[src/rtl/core/nsti_pkg.sv]
// ============================================================================
// nsti_pkg
// Types, character codes and helper functions for the numeric string to
// integer converter.
// ============================================================================
`default_nettype none

package nsti_pkg;

    typedef enum logic [3:0] {
        PH_START  = 4'b0001,
        PH_SKIP   = 4'b0010,
        PH_ZERO   = 4'b0100,
        PH_DIGITS = 4'b1000
    } nsti_phase_t;

    typedef struct packed {
        nsti_phase_t phase;
        logic        negative;
        logic [5:0]  active_base;
    } nsti_ctl_t;

    typedef struct packed {
        logic [7:0] char_in;
        logic       is_last;
    } nsti_in_t;

    typedef struct packed {
        logic [63:0] number;
        logic [5:0]  base_used;
    } nsti_out_t;

    localparam nsti_ctl_t CTL_RESET = '{phase: PH_START, negative: 1'b0, active_base: 6'd0};

    localparam logic [7:0] CHAR_NUL    = 8'h00;
    localparam logic [7:0] CHAR_MINUS  = 8'h2D;
    localparam logic [7:0] CHAR_ZERO   = 8'h30;
    localparam logic [7:0] CHAR_X_LOW  = 8'h78;
    localparam logic [7:0] CHAR_X_UP   = 8'h58;
    localparam logic [7:0] NO_DIGIT    = 8'hFF;

    localparam logic [5:0] BASE_OCT = 6'd8;
    localparam logic [5:0] BASE_DEC = 6'd10;
    localparam logic [5:0] BASE_HEX = 6'd16;

    localparam logic [1:0] CFG_RADIX     = 2'd0;
    localparam logic [1:0] CFG_WIDTH_SEL = 2'd1;
    localparam logic [1:0] CFG_STOP_NUL  = 2'd2;

    localparam logic [1:0] WSEL_16 = 2'd0;
    localparam logic [1:0] WSEL_32 = 2'd1;

    function automatic logic [7:0] digit_value(input logic [7:0] c);
        logic [7:0] d;
        d = NO_DIGIT;
        if (c >= 8'h30 && c <= 8'h39) begin
            d = c - 8'h30;
        end else if (c >= 8'h61 && c <= 8'h7A) begin
            d = c - 8'h57;
        end else if (c >= 8'h41 && c <= 8'h5A) begin
            d = c - 8'h37;
        end
        return d;
    endfunction

    function automatic logic [63:0] width_mask(input logic [1:0] sel);
        logic [63:0] m;
        case (sel)
            WSEL_16: begin
                m = 64'h0000_0000_0000_FFFF;
            end
            WSEL_32: begin
                m = 64'h0000_0000_FFFF_FFFF;
            end
            default: begin
                m = '1;
            end
        endcase
        return m;
    endfunction

endpackage

`default_nettype wire

[src/rtl/core/nsti_char_step.sv]
// ============================================================================
// nsti_char_step
// Applies one character to the parse state: sign, prefix detection, digit
// filtering and the multiply-add into the accumulator.
// ============================================================================
`default_nettype none

module nsti_char_step
    import nsti_pkg::*;
#(
    parameter int VALUE_WIDTH = 64
) (
    input  wire logic [7:0]             char_in,
    input  wire logic                   is_last,
    input  wire logic [5:0]             radix,
    input  wire logic                   stop_at_nul,
    input  wire nsti_ctl_t              ctl_cur,
    input  wire logic [VALUE_WIDTH-1:0] accum_cur,
    output nsti_ctl_t                   ctl_nxt,
    output logic [VALUE_WIDTH-1:0]      accum_nxt,
    output logic                        str_end,
    output logic [5:0]                  base_out
);

    logic [5:0]  pre_base;
    logic [7:0]  dval;
    logic        end_nul;
    logic        sign_taken;
    logic        take_digit;
    nsti_phase_t ph_work;

    assign pre_base = (radix == 6'd0) ? BASE_DEC : radix;
    assign dval     = digit_value(char_in);
    assign end_nul  = stop_at_nul && (char_in == CHAR_NUL);
    assign str_end  = end_nul || is_last;

    always_comb begin
        ctl_nxt    = ctl_cur;
        take_digit = 1'b0;
        sign_taken = 1'b0;
        ph_work    = ctl_cur.phase;
        if (!end_nul) begin
            if (ph_work == PH_START) begin
                ph_work       = PH_SKIP;
                ctl_nxt.phase = PH_SKIP;
                if (char_in == CHAR_MINUS) begin
                    ctl_nxt.negative = 1'b1;
                    sign_taken       = 1'b1;
                end
            end
            if (!sign_taken) begin
                case (ph_work)
                    PH_SKIP: begin
                        if (dval < {2'b00, pre_base}) begin
                            if (radix == 6'd0) begin
                                if (char_in == CHAR_ZERO) begin
                                    ctl_nxt.phase = PH_ZERO;
                                end else begin
                                    ctl_nxt.active_base = BASE_DEC;
                                    ctl_nxt.phase       = PH_DIGITS;
                                    take_digit          = 1'b1;
                                end
                            end else begin
                                ctl_nxt.active_base = radix;
                                ctl_nxt.phase       = PH_DIGITS;
                                take_digit          = 1'b1;
                            end
                        end
                    end
                    PH_ZERO: begin
                        ctl_nxt.phase = PH_DIGITS;
                        if (char_in == CHAR_X_LOW || char_in == CHAR_X_UP) begin
                            ctl_nxt.active_base = BASE_HEX;
                        end else begin
                            ctl_nxt.active_base = BASE_OCT;
                            take_digit          = 1'b1;
                        end
                    end
                    PH_DIGITS: begin
                        take_digit = 1'b1;
                    end
                    default: begin
                    end
                endcase
            end
        end
    end

    always_comb begin
        accum_nxt = accum_cur;
        if (take_digit && (dval < {2'b00, ctl_nxt.active_base})) begin
            accum_nxt = accum_cur * VALUE_WIDTH'(ctl_nxt.active_base)
                      + VALUE_WIDTH'(dval[5:0]);
        end
    end

    always_comb begin
        case (ctl_nxt.phase)
            PH_DIGITS: begin
                base_out = ctl_nxt.active_base;
            end
            PH_ZERO: begin
                base_out = BASE_OCT;
            end
            default: begin
                base_out = pre_base;
            end
        endcase
    end

endmodule

`default_nettype wire

[src/rtl/core/numeric_string_to_integer_unit.sv]
// ============================================================================
// numeric_string_to_integer_unit
// Streaming string to integer converter with C style base prefix detection.
// ============================================================================
// Characters enter on the s_ channel, one per transfer, with is_last marking
// the final character of a string. With stop_at_nul set, a NUL character also
// ends the string and is itself not parsed. One result per string leaves on
// the m_ channel: the value, negated for a leading minus sign and wrapped to
// the selected width, and the base that was applied.
// A character transfer is taken every cycle while s_ready is high. The
// character is held in the input register, then the multiply-add by the
// base updates the accumulator, or for the final character loads the middle
// stage; negate and width mask then fill the output register behind m_valid.
// The critical path is the accumulator times base plus digit.
// When the receiver stalls, the result stays in the output register, one
// more result waits in the middle stage, and s_ready drops only when a
// further string end would have nowhere to go.
// Reset clears all string state and sets radix 0, 32-bit width and NUL stop.
// Configuration writes are taken every cycle and belong in idle periods.
// ============================================================================
`default_nettype none

module numeric_string_to_integer_unit
    import nsti_pkg::*;
#(
    parameter int VALUE_WIDTH = 64
) (
    input  wire logic       aclk,
    input  wire logic       aresetn,
    input  wire logic       s_valid,
    output logic            s_ready,
    input  wire nsti_in_t   s_payload,
    output logic            m_valid,
    input  wire logic       m_ready,
    output nsti_out_t       m_payload,
    input  wire logic       cfg_valid,
    output logic            cfg_ready,
    input  wire logic [1:0] cfg_index,
    input  wire logic [7:0] cfg_data
);

    logic                   in_valid_reg;
    nsti_in_t               in_data_reg;
    logic [5:0]             radix_reg;
    logic [1:0]             width_sel_reg;
    logic                   stop_nul_reg;
    nsti_ctl_t              ctl_reg;
    nsti_ctl_t              ctl_next;
    logic [VALUE_WIDTH-1:0] accum_reg;
    logic [VALUE_WIDTH-1:0] accum_next;
    logic                   mid_valid_reg;
    logic [VALUE_WIDTH-1:0] mid_accum_reg;
    logic                   mid_neg_reg;
    logic [5:0]             mid_base_reg;
    logic                   out_valid_reg;
    nsti_out_t              out_data_reg;

    nsti_ctl_t              step_ctl;
    logic [VALUE_WIDTH-1:0] step_accum;
    logic                   step_end;
    logic [5:0]             step_base;
    logic                   a_fire;
    logic                   mid_fire;
    logic [VALUE_WIDTH-1:0] signed_val;

    nsti_char_step #(
        .VALUE_WIDTH(VALUE_WIDTH)
    ) u_step (
        .char_in    (in_data_reg.char_in),
        .is_last    (in_data_reg.is_last),
        .radix      (radix_reg),
        .stop_at_nul(stop_nul_reg),
        .ctl_cur    (ctl_reg),
        .accum_cur  (accum_reg),
        .ctl_nxt    (step_ctl),
        .accum_nxt  (step_accum),
        .str_end    (step_end),
        .base_out   (step_base)
    );

    assign mid_fire  = mid_valid_reg && (!out_valid_reg || m_ready);
    assign a_fire    = in_valid_reg && (!step_end || !mid_valid_reg || mid_fire);
    assign s_ready   = !in_valid_reg || a_fire;
    assign cfg_ready = 1'b1;
    assign m_valid   = out_valid_reg;
    assign m_payload = out_data_reg;

    assign signed_val = mid_neg_reg ? (VALUE_WIDTH'(0) - mid_accum_reg) : mid_accum_reg;

    always_comb begin
        ctl_next   = ctl_reg;
        accum_next = accum_reg;
        if (a_fire) begin
            if (step_end) begin
                ctl_next   = CTL_RESET;
                accum_next = '0;
            end else begin
                ctl_next   = step_ctl;
                accum_next = step_accum;
            end
        end
    end

    always_ff @(posedge aclk) begin
        if (!aresetn) begin
            in_valid_reg  <= 1'b0;
            radix_reg     <= 6'd0;
            width_sel_reg <= WSEL_32;
            stop_nul_reg  <= 1'b1;
            ctl_reg       <= CTL_RESET;
            accum_reg     <= '0;
            mid_valid_reg <= 1'b0;
            out_valid_reg <= 1'b0;
        end else begin
            if (s_ready) begin
                in_valid_reg <= s_valid;
            end
            if (cfg_valid) begin
                case (cfg_index)
                    CFG_RADIX: begin
                        radix_reg <= cfg_data[5:0];
                    end
                    CFG_WIDTH_SEL: begin
                        width_sel_reg <= cfg_data[1:0];
                    end
                    CFG_STOP_NUL: begin
                        stop_nul_reg <= cfg_data[0];
                    end
                    default: begin
                    end
                endcase
            end
            ctl_reg   <= ctl_next;
            accum_reg <= accum_next;
            if (a_fire && step_end) begin
                mid_valid_reg <= 1'b1;
            end else if (mid_fire) begin
                mid_valid_reg <= 1'b0;
            end
            if (mid_fire) begin
                out_valid_reg <= 1'b1;
            end else if (m_ready) begin
                out_valid_reg <= 1'b0;
            end
        end
    end

    always_ff @(posedge aclk) begin
        if (s_ready && s_valid) begin
            in_data_reg <= s_payload;
        end
        if (a_fire && step_end) begin
            mid_accum_reg <= step_accum;
            mid_neg_reg   <= step_ctl.negative;
            mid_base_reg  <= step_base;
        end
        if (mid_fire) begin
            out_data_reg.number    <= 64'(signed_val) & width_mask(width_sel_reg);
            out_data_reg.base_used <= mid_base_reg;
        end
    end

    a_base_nonzero: assert property (@(posedge aclk) disable iff (!aresetn)
        m_valid |-> (m_payload.base_used != 6'd0))
        else $error("result reports a zero base");

    a_width16_clean: assert property (@(posedge aclk) disable iff (!aresetn)
        (m_valid && width_sel_reg == WSEL_16) |-> (m_payload.number[63:16] == 48'd0))
        else $error("16-bit result has upper bits set");

    a_digits_base: assert property (@(posedge aclk) disable iff (!aresetn)
        (ctl_reg.phase == PH_DIGITS) |-> (ctl_reg.active_base != 6'd0))
        else $error("digit phase without an active base");

    a_end_clears: assert property (@(posedge aclk) disable iff (!aresetn)
        (a_fire && step_end) |=> (ctl_reg == CTL_RESET && accum_reg == '0))
        else $error("string state not cleared after a string end");

    a_mid_no_overrun: assert property (@(posedge aclk) disable iff (!aresetn)
        (mid_valid_reg && !mid_fire) |=> mid_valid_reg && $stable(mid_accum_reg))
        else $error("pending result lost or overwritten");

endmodule

`default_nettype wire
[config.mk]
export PLATFORM = sky130hd
export DESIGN_NAME = numeric_string_to_integer_unit
export DESIGN_NICKNAME = d
export VERILOG_FILES = /design/src/rtl/core/nsti_pkg.sv /design/src/rtl/core/nsti_char_step.sv /design/src/rtl/core/numeric_string_to_integer_unit.sv
export SDC_FILE = /design/constraint.sdc
export NUM_CORES = 1
export LEC_CHECK = 0
export BUFFER_PORTS_ARGS = -buffer_cell sky130_fd_sc_hd__buf_2
export CAP_MARGIN = 0
export CORE_AREA = 2 2 281 283
export CTS_CLUSTER_SIZE = 12
export DETAILED_ROUTE_END_ITERATION = 12
export DIE_AREA = 0 0 283 285
export SETUP_SLACK_MARGIN = 0.2
export SYNTH_ARGS = -nofsm -noshare
export SYNTH_HDL_FRONTEND = slang
export SYNTH_SLANG_ARGS = --single-unit
[constraint.sdc]
create_clock -name aclk -period 12.19 [get_ports aclk]
set_input_delay 2.438 -clock aclk [delete_from_list [all_inputs] [get_ports aclk]]
set_output_delay 2.438 -clock aclk [all_outputs]
set_load 0.02 [all_outputs]
# Word level (Yosys, flattened, before mapping)

Index checks and enable logic that the tools add are counted.

Register bits: 237
Latch bits: 0
RAM bits: 0
ROM bits: 0
Bits of input ports: 24
Output and inout bits: 73
Memories kept: 0

$add $sub $neg: 5
Multiply operators: 1
Divide/modulo/power cells: 0
Order comparisons: 8
Eq/ne operators: 13
Shift operators: 0
Multiplexer cells: 41
Bitwise gates (word level): 1
Reduce and logical (&&, ||, !) cells: 28

Operators with widths:

| operator                | count |
|---|---|
| $mux W64                | 4 |
| $pmux W64 S2            | 1 |
| $add A64 B6 Y64         | 1 |
| $and A64 B64 Y64        | 1 |
| $mul A64 B6 Y64         | 1 |
| $sub A1 B64 Y64 const A | 1 |
| $mux W6                 | 5 |
| $mux W4                 | 6 |
| $mux W8                 | 3 |
| $pmux W6 S2             | 2 |
| $mux W11                | 2 |
| $eq A8 B6 Y1 const B    | 2 |
| $eq A8 B7 Y1 const B    | 2 |
| $ge A8 B7 Y1 const B    | 2 |
| $le A8 B7 Y1 const B    | 2 |
| $lt A8 B6 Y1            | 2 |
| $sub A8 B6 Y8 const B   | 2 |
| $mux W1                 | 14 |
| $mux W5                 | 2 |
| $logic_and A1 B1 Y1     | 9 |
| $eq A4 B3 Y1 const B    | 2 |
| $eq A4 B4 Y1 const B    | 2 |
| $ge A8 B6 Y1 const B    | 1 |
| $le A8 B6 Y1 const B    | 1 |
| 14 further kinds        | 27 |

# Logic depth before layout (Yosys ltp)

Depth in word-level cells: 14
Mapped depth: 39
Mapped depth without buffers: 37

# By module

Synthesis repeated with hierarchy kept, for this count alone.

Cell total of the unflattened synthesis: 2336
Area, all modules: 23199.8 µm²

By module, submodules not included:

| module                         | times used | cells an instance | area an instance (µm²) |
|---|---|---|---|
| nsti_char_step                 | 1          | 1630              | 13730.7 |
| numeric_string_to_integer_unit | 1          | 706               | 9469.1 |

# Worst setup path after synthesis

Ideal clock, no wire load.

Kind: flip-flop to flip-flop
From: register in_data_reg[6] (netlist name)
To: register mid_accum_reg[55], data pin
Setup time: 0.260 ns
Arrival: 8.882 ns
Data required time: 11.930 ns
Path slack: 3.048 ns
Cell stages (with the launch flop): 34
Buffers on the path: 2
Period minus slack after synthesis: 9.142 ns
Cells stage by stage: edfxtp_1 -> clkbuf_1 -> inv_1 -> ha_1 -> nor4bb_1 -> a211o_1 -> or2_2 -> nor2b_1 -> o22ai_1 -> inv_1 -> ha_1 -> a211oi_1 -> o21ai_0 -> o21ai_1 -> a31oi_1 -> o41ai_1 -> clkbuf_1 -> and2_1 -> fa_1 -> fa_1 -> fa_1 -> ha_1 -> ha_1 -> a2111oi_0 -> o21ai_0 -> a221o_1 -> o221ai_1 -> nor3_1 -> a21o_1 -> a21boi_0 -> o21ai_0 -> a41oi_1 -> xnor2_1 -> mux2_2

Cells in the longest elaborated chain, start to end: 13
Elaborated cells on any way between the ends: 45

RTL lines:

| what                                                   | line                                       | RTL |
|---|---|---|
| start, declared                                        | numeric_string_to_integer_unit.sv:43       | `nsti_in_t in_data_reg;` |
| start signal, assigned                                 | numeric_string_to_integer_unit.sv:150      | `in_data_reg <= s_payload;` |
| $ge A8 B7 Y1 or $le A8 B7 Y1 (tied branches)           | nsti_pkg.sv:60                             | `end else if (c >= 8'h41 && c <= 8'h5A) begin` |
| $logic_and A1 B1 Y1                                    | nsti_pkg.sv:60                             |  |
| $mux W8                                                | nsti_pkg.sv:60                             |  |
| $mux W8                                                | nsti_pkg.sv:58                             | `end else if (c >= 8'h61 && c <= 8'h7A) begin` |
| $mux W8                                                | nsti_pkg.sv:56                             | `if (c >= 8'h30 && c <= 8'h39) begin` |
| $lt A8 B6 Y1                                           | nsti_char_step.sv:54                       | `if (dval < {2'b00, pre_base}) begin` |
| $mux W6                                                | nsti_char_step.sv:54                       |  |
| $pmux W6 S2                                            | nsti_char_step.sv:52                       | `case (ph_work)` |
| $mux W6                                                | nsti_char_step.sv:51                       | `if (!sign_taken) begin` |
| $mux W11                                               | nsti_char_step.sv:42                       | `if (!end_nul) begin` |
| $mul A64 B6 Y64 or $lt A8 B6 Y1 (tied branches)        | nsti_char_step.sv:92, nsti_char_step.sv:91 |  |
| $add A64 B6 Y64 or $logic_and A1 B1 Y1 (tied branches) | nsti_char_step.sv:93, nsti_char_step.sv:91 |  |
| $mux W64 *                                             | nsti_char_step.sv:91                       | `if (take_digit && (dval < {2'b00, ctl_nxt.active_base})) begin` |
| via step_accum[55]                                     | numeric_string_to_integer_unit.sv:59       | `logic [VALUE_WIDTH-1:0] step_accum;` |
| end signal, assigned                                   | numeric_string_to_integer_unit.sv:153      | `mid_accum_reg <= step_accum;` |
| end, declared                                          | numeric_string_to_integer_unit.sv:52       | `logic [VALUE_WIDTH-1:0] mid_accum_reg;` |

Mark *: on every way through the listed nets, which the timed path passes. The rest lies on a longest branch. The select of a mux whose other input is x is not followed.
A chain may end at the register's enable or synchronous reset.

# Worst setup path in the final report

From: register in_data_reg[1] (netlist name)
To: register mid_accum_reg[60], data pin

Same word-level chain as after synthesis.

==> summary.txt <==
Run status
  • Status: finished, final reports clean

Synthesis
  • Synth area leaders: fa_1 21%, edfxtp_1 19%, ha_1 8.0%
  • Syn Area/Cell: 10.0 µm²
  • Synth Flop Type: edfxtp_1
  • Post-synth ARST share: 0%
  • Post-synth cell types: 83
  • Commonest cells in the netlist: 288 x and2_1, 240 x fa_1, 150 x edfxtp_1, 149 x nor2_1, 147 x ha_1
  • Synthesized flop and latch total: approximately 240
  • Warning count from the yosys run: 0
  • Post-Synthesis Cells: ~2.3k
  • Synth Cell Area: about 23000 µm²
  • Area leader, netlist: fa_1
  • Post-synthesis net count: 2720
  • Post-synth EDFFs: 150
  • Seq/Total Area, Yosys: between 20% and 30%
  • Most frequent cell after synthesis: and2_1
  • Yosys top cell area share: roughly 21%

Placed design
  • I/O Buffers: just over 90
  • Post-DP HPWL: 45400 µm
  • Cells after DPL: 3366
  • RePlAce Congestion: 0.889
  • Worst slack, placed: 1.16 ns

Setup path
  • CP max stage cell: nor4_1
  • Worst Path Arrival: 11.55 ns
  • Worst setup SP type: register
  • Max FO, Critical Path: 18
  • CP required: 12.49 ns
  • CP Class: reg2reg
  • CP max stage delay: about 0.64 ns
  • Critical path's top delay family: compound AO/OA/AOI/OAI gates
  • CP Capture Type: register
  • Sum of buffers and inverters on the critical path: 2

Clock network
  • Worst-Skew Late Latency: 0.56 ns
  • CTS tree: yes
  • Reg clk slew, reported paths: 0.06 ns
  • Clock buffer depth: 3
  • Buffers inserted by post-CTS timing repair: 0
  • Clk root buf: clkbuf_16
  • CTS Hold Bufs: 0
  • Total clock sinks: 237
  • Number of CTS-inserted buffers: 27
  • CTS-repair resized insts: 0
  • H-tree lvl count: 1

Floorplan
  • CORE AREA: 78000 µm²
  • Chip height: 285 µm
  • # rows: about 100
  • Die area: 80700 µm²
  • Starting density of the core: 29.6%
  • DIE WIDTH: 283 µm
  • Total I/O pin count: 97

Finish
  • Fill cells: roughly 8k
  • Final cell count without fillers: 3416
  • ANT cells: 0
  • Fin nets: around 2.8k
  • Share of layout cells above drive strength 1: approximately 11%
  • P&R area growth vs syn: 10.9%
  • Max reg flops: 70

Timing
  • Min cycle time layout: 11.25 ns
  • Fmax: between 0.08 and 0.09 GHz
  • Slew HR: 30.9%
  • Fin crit share: 92.3%
  • Setup TNS: 0 ns
  • Slew of the pin with the lowest slew margin: 1.03 ns
  • PnR worst setup slack: 0.940 ns
  • Hold WS: 0.417 ns
  • Fin Clk Skew: 0.0157 ns
  • Final hold vios: 0
  • Final slew viol count: 0
  • RSZ-0062 raised after global routing: false
  • Setup violators final: 0

Routing
  • Residual DRC: 0
  • Wirelength per Cell: about 17 µm
  • Met1 WL: 28000 µm
  • Drt initial violations: ~1.1k
  • Post-route ant nets: 0
  • Top sig layer: met4
  • Met3 wire len: between 2000 and 3000 µm
  • DR pass1 iterations: 5
  • Final wirelength: roughly 60000 µm
  • Met2 WL post-DR: around 28000 µm
  • Vias post-DR: between 15k and 20k
  • Via density: 5.00

GRT
  • First-pass GRT wire length: 96300 µm
  • Total GRT Usage: between 10 and 15%
  • Pin count of the biggest net entering global routing: 80
  • Vias in the first global route: 17.1k
  • Initial antenna violation count: 1
  • Grt ovf: 0

Flow run
  • Max cap viols: 0

Power
  • Pwr per Cell Area: approximately 72 nW/µm²
  • Max VDD drop: 0.0000905 V
  • Leak pwr: between 10 and 15 nW

Min path
  • Worst hold path type: reg2reg
## cells in the final DEF (no fill, tap or decap), types with 21 or more instances in the layout
cell,synthesis,layout
fa_1,240,240
nor2b_1,68,67
mux2_2,59,59
o21ai_0,80,80
buf_2,14,93
a21o_1,57,57
xnor2_1,78,78
buf_4,3,24
nand2_1,139,139
o31ai_1,25,25
nand2b_1,21,21
xor2_1,47,47
a21oi_1,86,86
a22oi_1,59,59
nor2_1,149,149
edfxtp_1,150,150
clkbuf_16,0,27
ha_1,147,147
and2_1,288,287
nand3_1,25,25
inv_1,134,133
dfxtp_1,87,87
## power breakdown
part,switching [W],total (W),internal (W),leakage [nW]
Sequential,0.0000141,0.000877,0.000863,2.17
Clock,0.000333,0.000825,0.000492,0.440
Combinational,0.0000918,0.000130,0.0000382,8.97
## path summary, 6_finish.rpt
kind / startpoint / to / slack, ns / depth (start not counted)
max: in_data_reg[1] / mid_accum_reg[60] / 0.94 / 34
min reg2reg: mid_base_reg[1] / m_payload[1] / 0.42 / 0
min: mid_base_reg[1] / m_payload[1] / 0.42 / 0
max reg2reg: in_data_reg[1] / mid_accum_reg[60] / 0.94 / 34
## worst reg2reg max path, delay by kind of cell (launching register included)
kind | cells | cell delay, ns
AO/OA/AOI/OAI | 16 | 4.50
multiplexers | 2 | 0.51
buffers and inverters | 2 | 0.24
flip-flops | 1 | 0.51
adder cells (fa/ha/maj) | 7 | 2.94
AND/OR/NAND/NOR | 7 | 2.31
## cell families after synthesis
family	synth area share (%)
simple gates	19.2
mux	3.18
xor+xnor	4.93
fa+ha+maj	28.8
compound gates	12.8
other cells	0.0162
flops	27.0
buf+inv	4.11
## layout make-up
type | instances | area, µm² | area share [%]
Clock buffer | 39 | 751 | 2.93
Inverter | 135 | 507 | 1.98
Sequential cell | 237 | 6250 | 24.4
Timing Repair Buffer | 117 | 646 | 2.52
Clock inverter | 11 | 145 | 0.566
Tap cell | 1050 | 1310 | 5.13
Multi-Input combinational cell | 1827 | 16000 | 62.5
## per-layer routing
layer	GRT usage, %	vias up
met2	24.4	402
met1	20.7	8566
li1	-	8060
met4	2.78	0
met3	1.31	60
met5	0	-
## metrics by stage
stage / cell area (µm²) / utilization (%) / total power (W)
floorplan: 23100 / - / 0.000973
global placement: 24700 / 31.7 / 0.00102
detailed placement: 24700 / 31.7 / 0.00102
CTS: 25600 / 32.9 / 0.00185
global route: 25600 / 32.9 / 0.00189
finish: 25600 / 32.9 / 0.00183
Note: power is estimated with default switching activity, not from simulation.
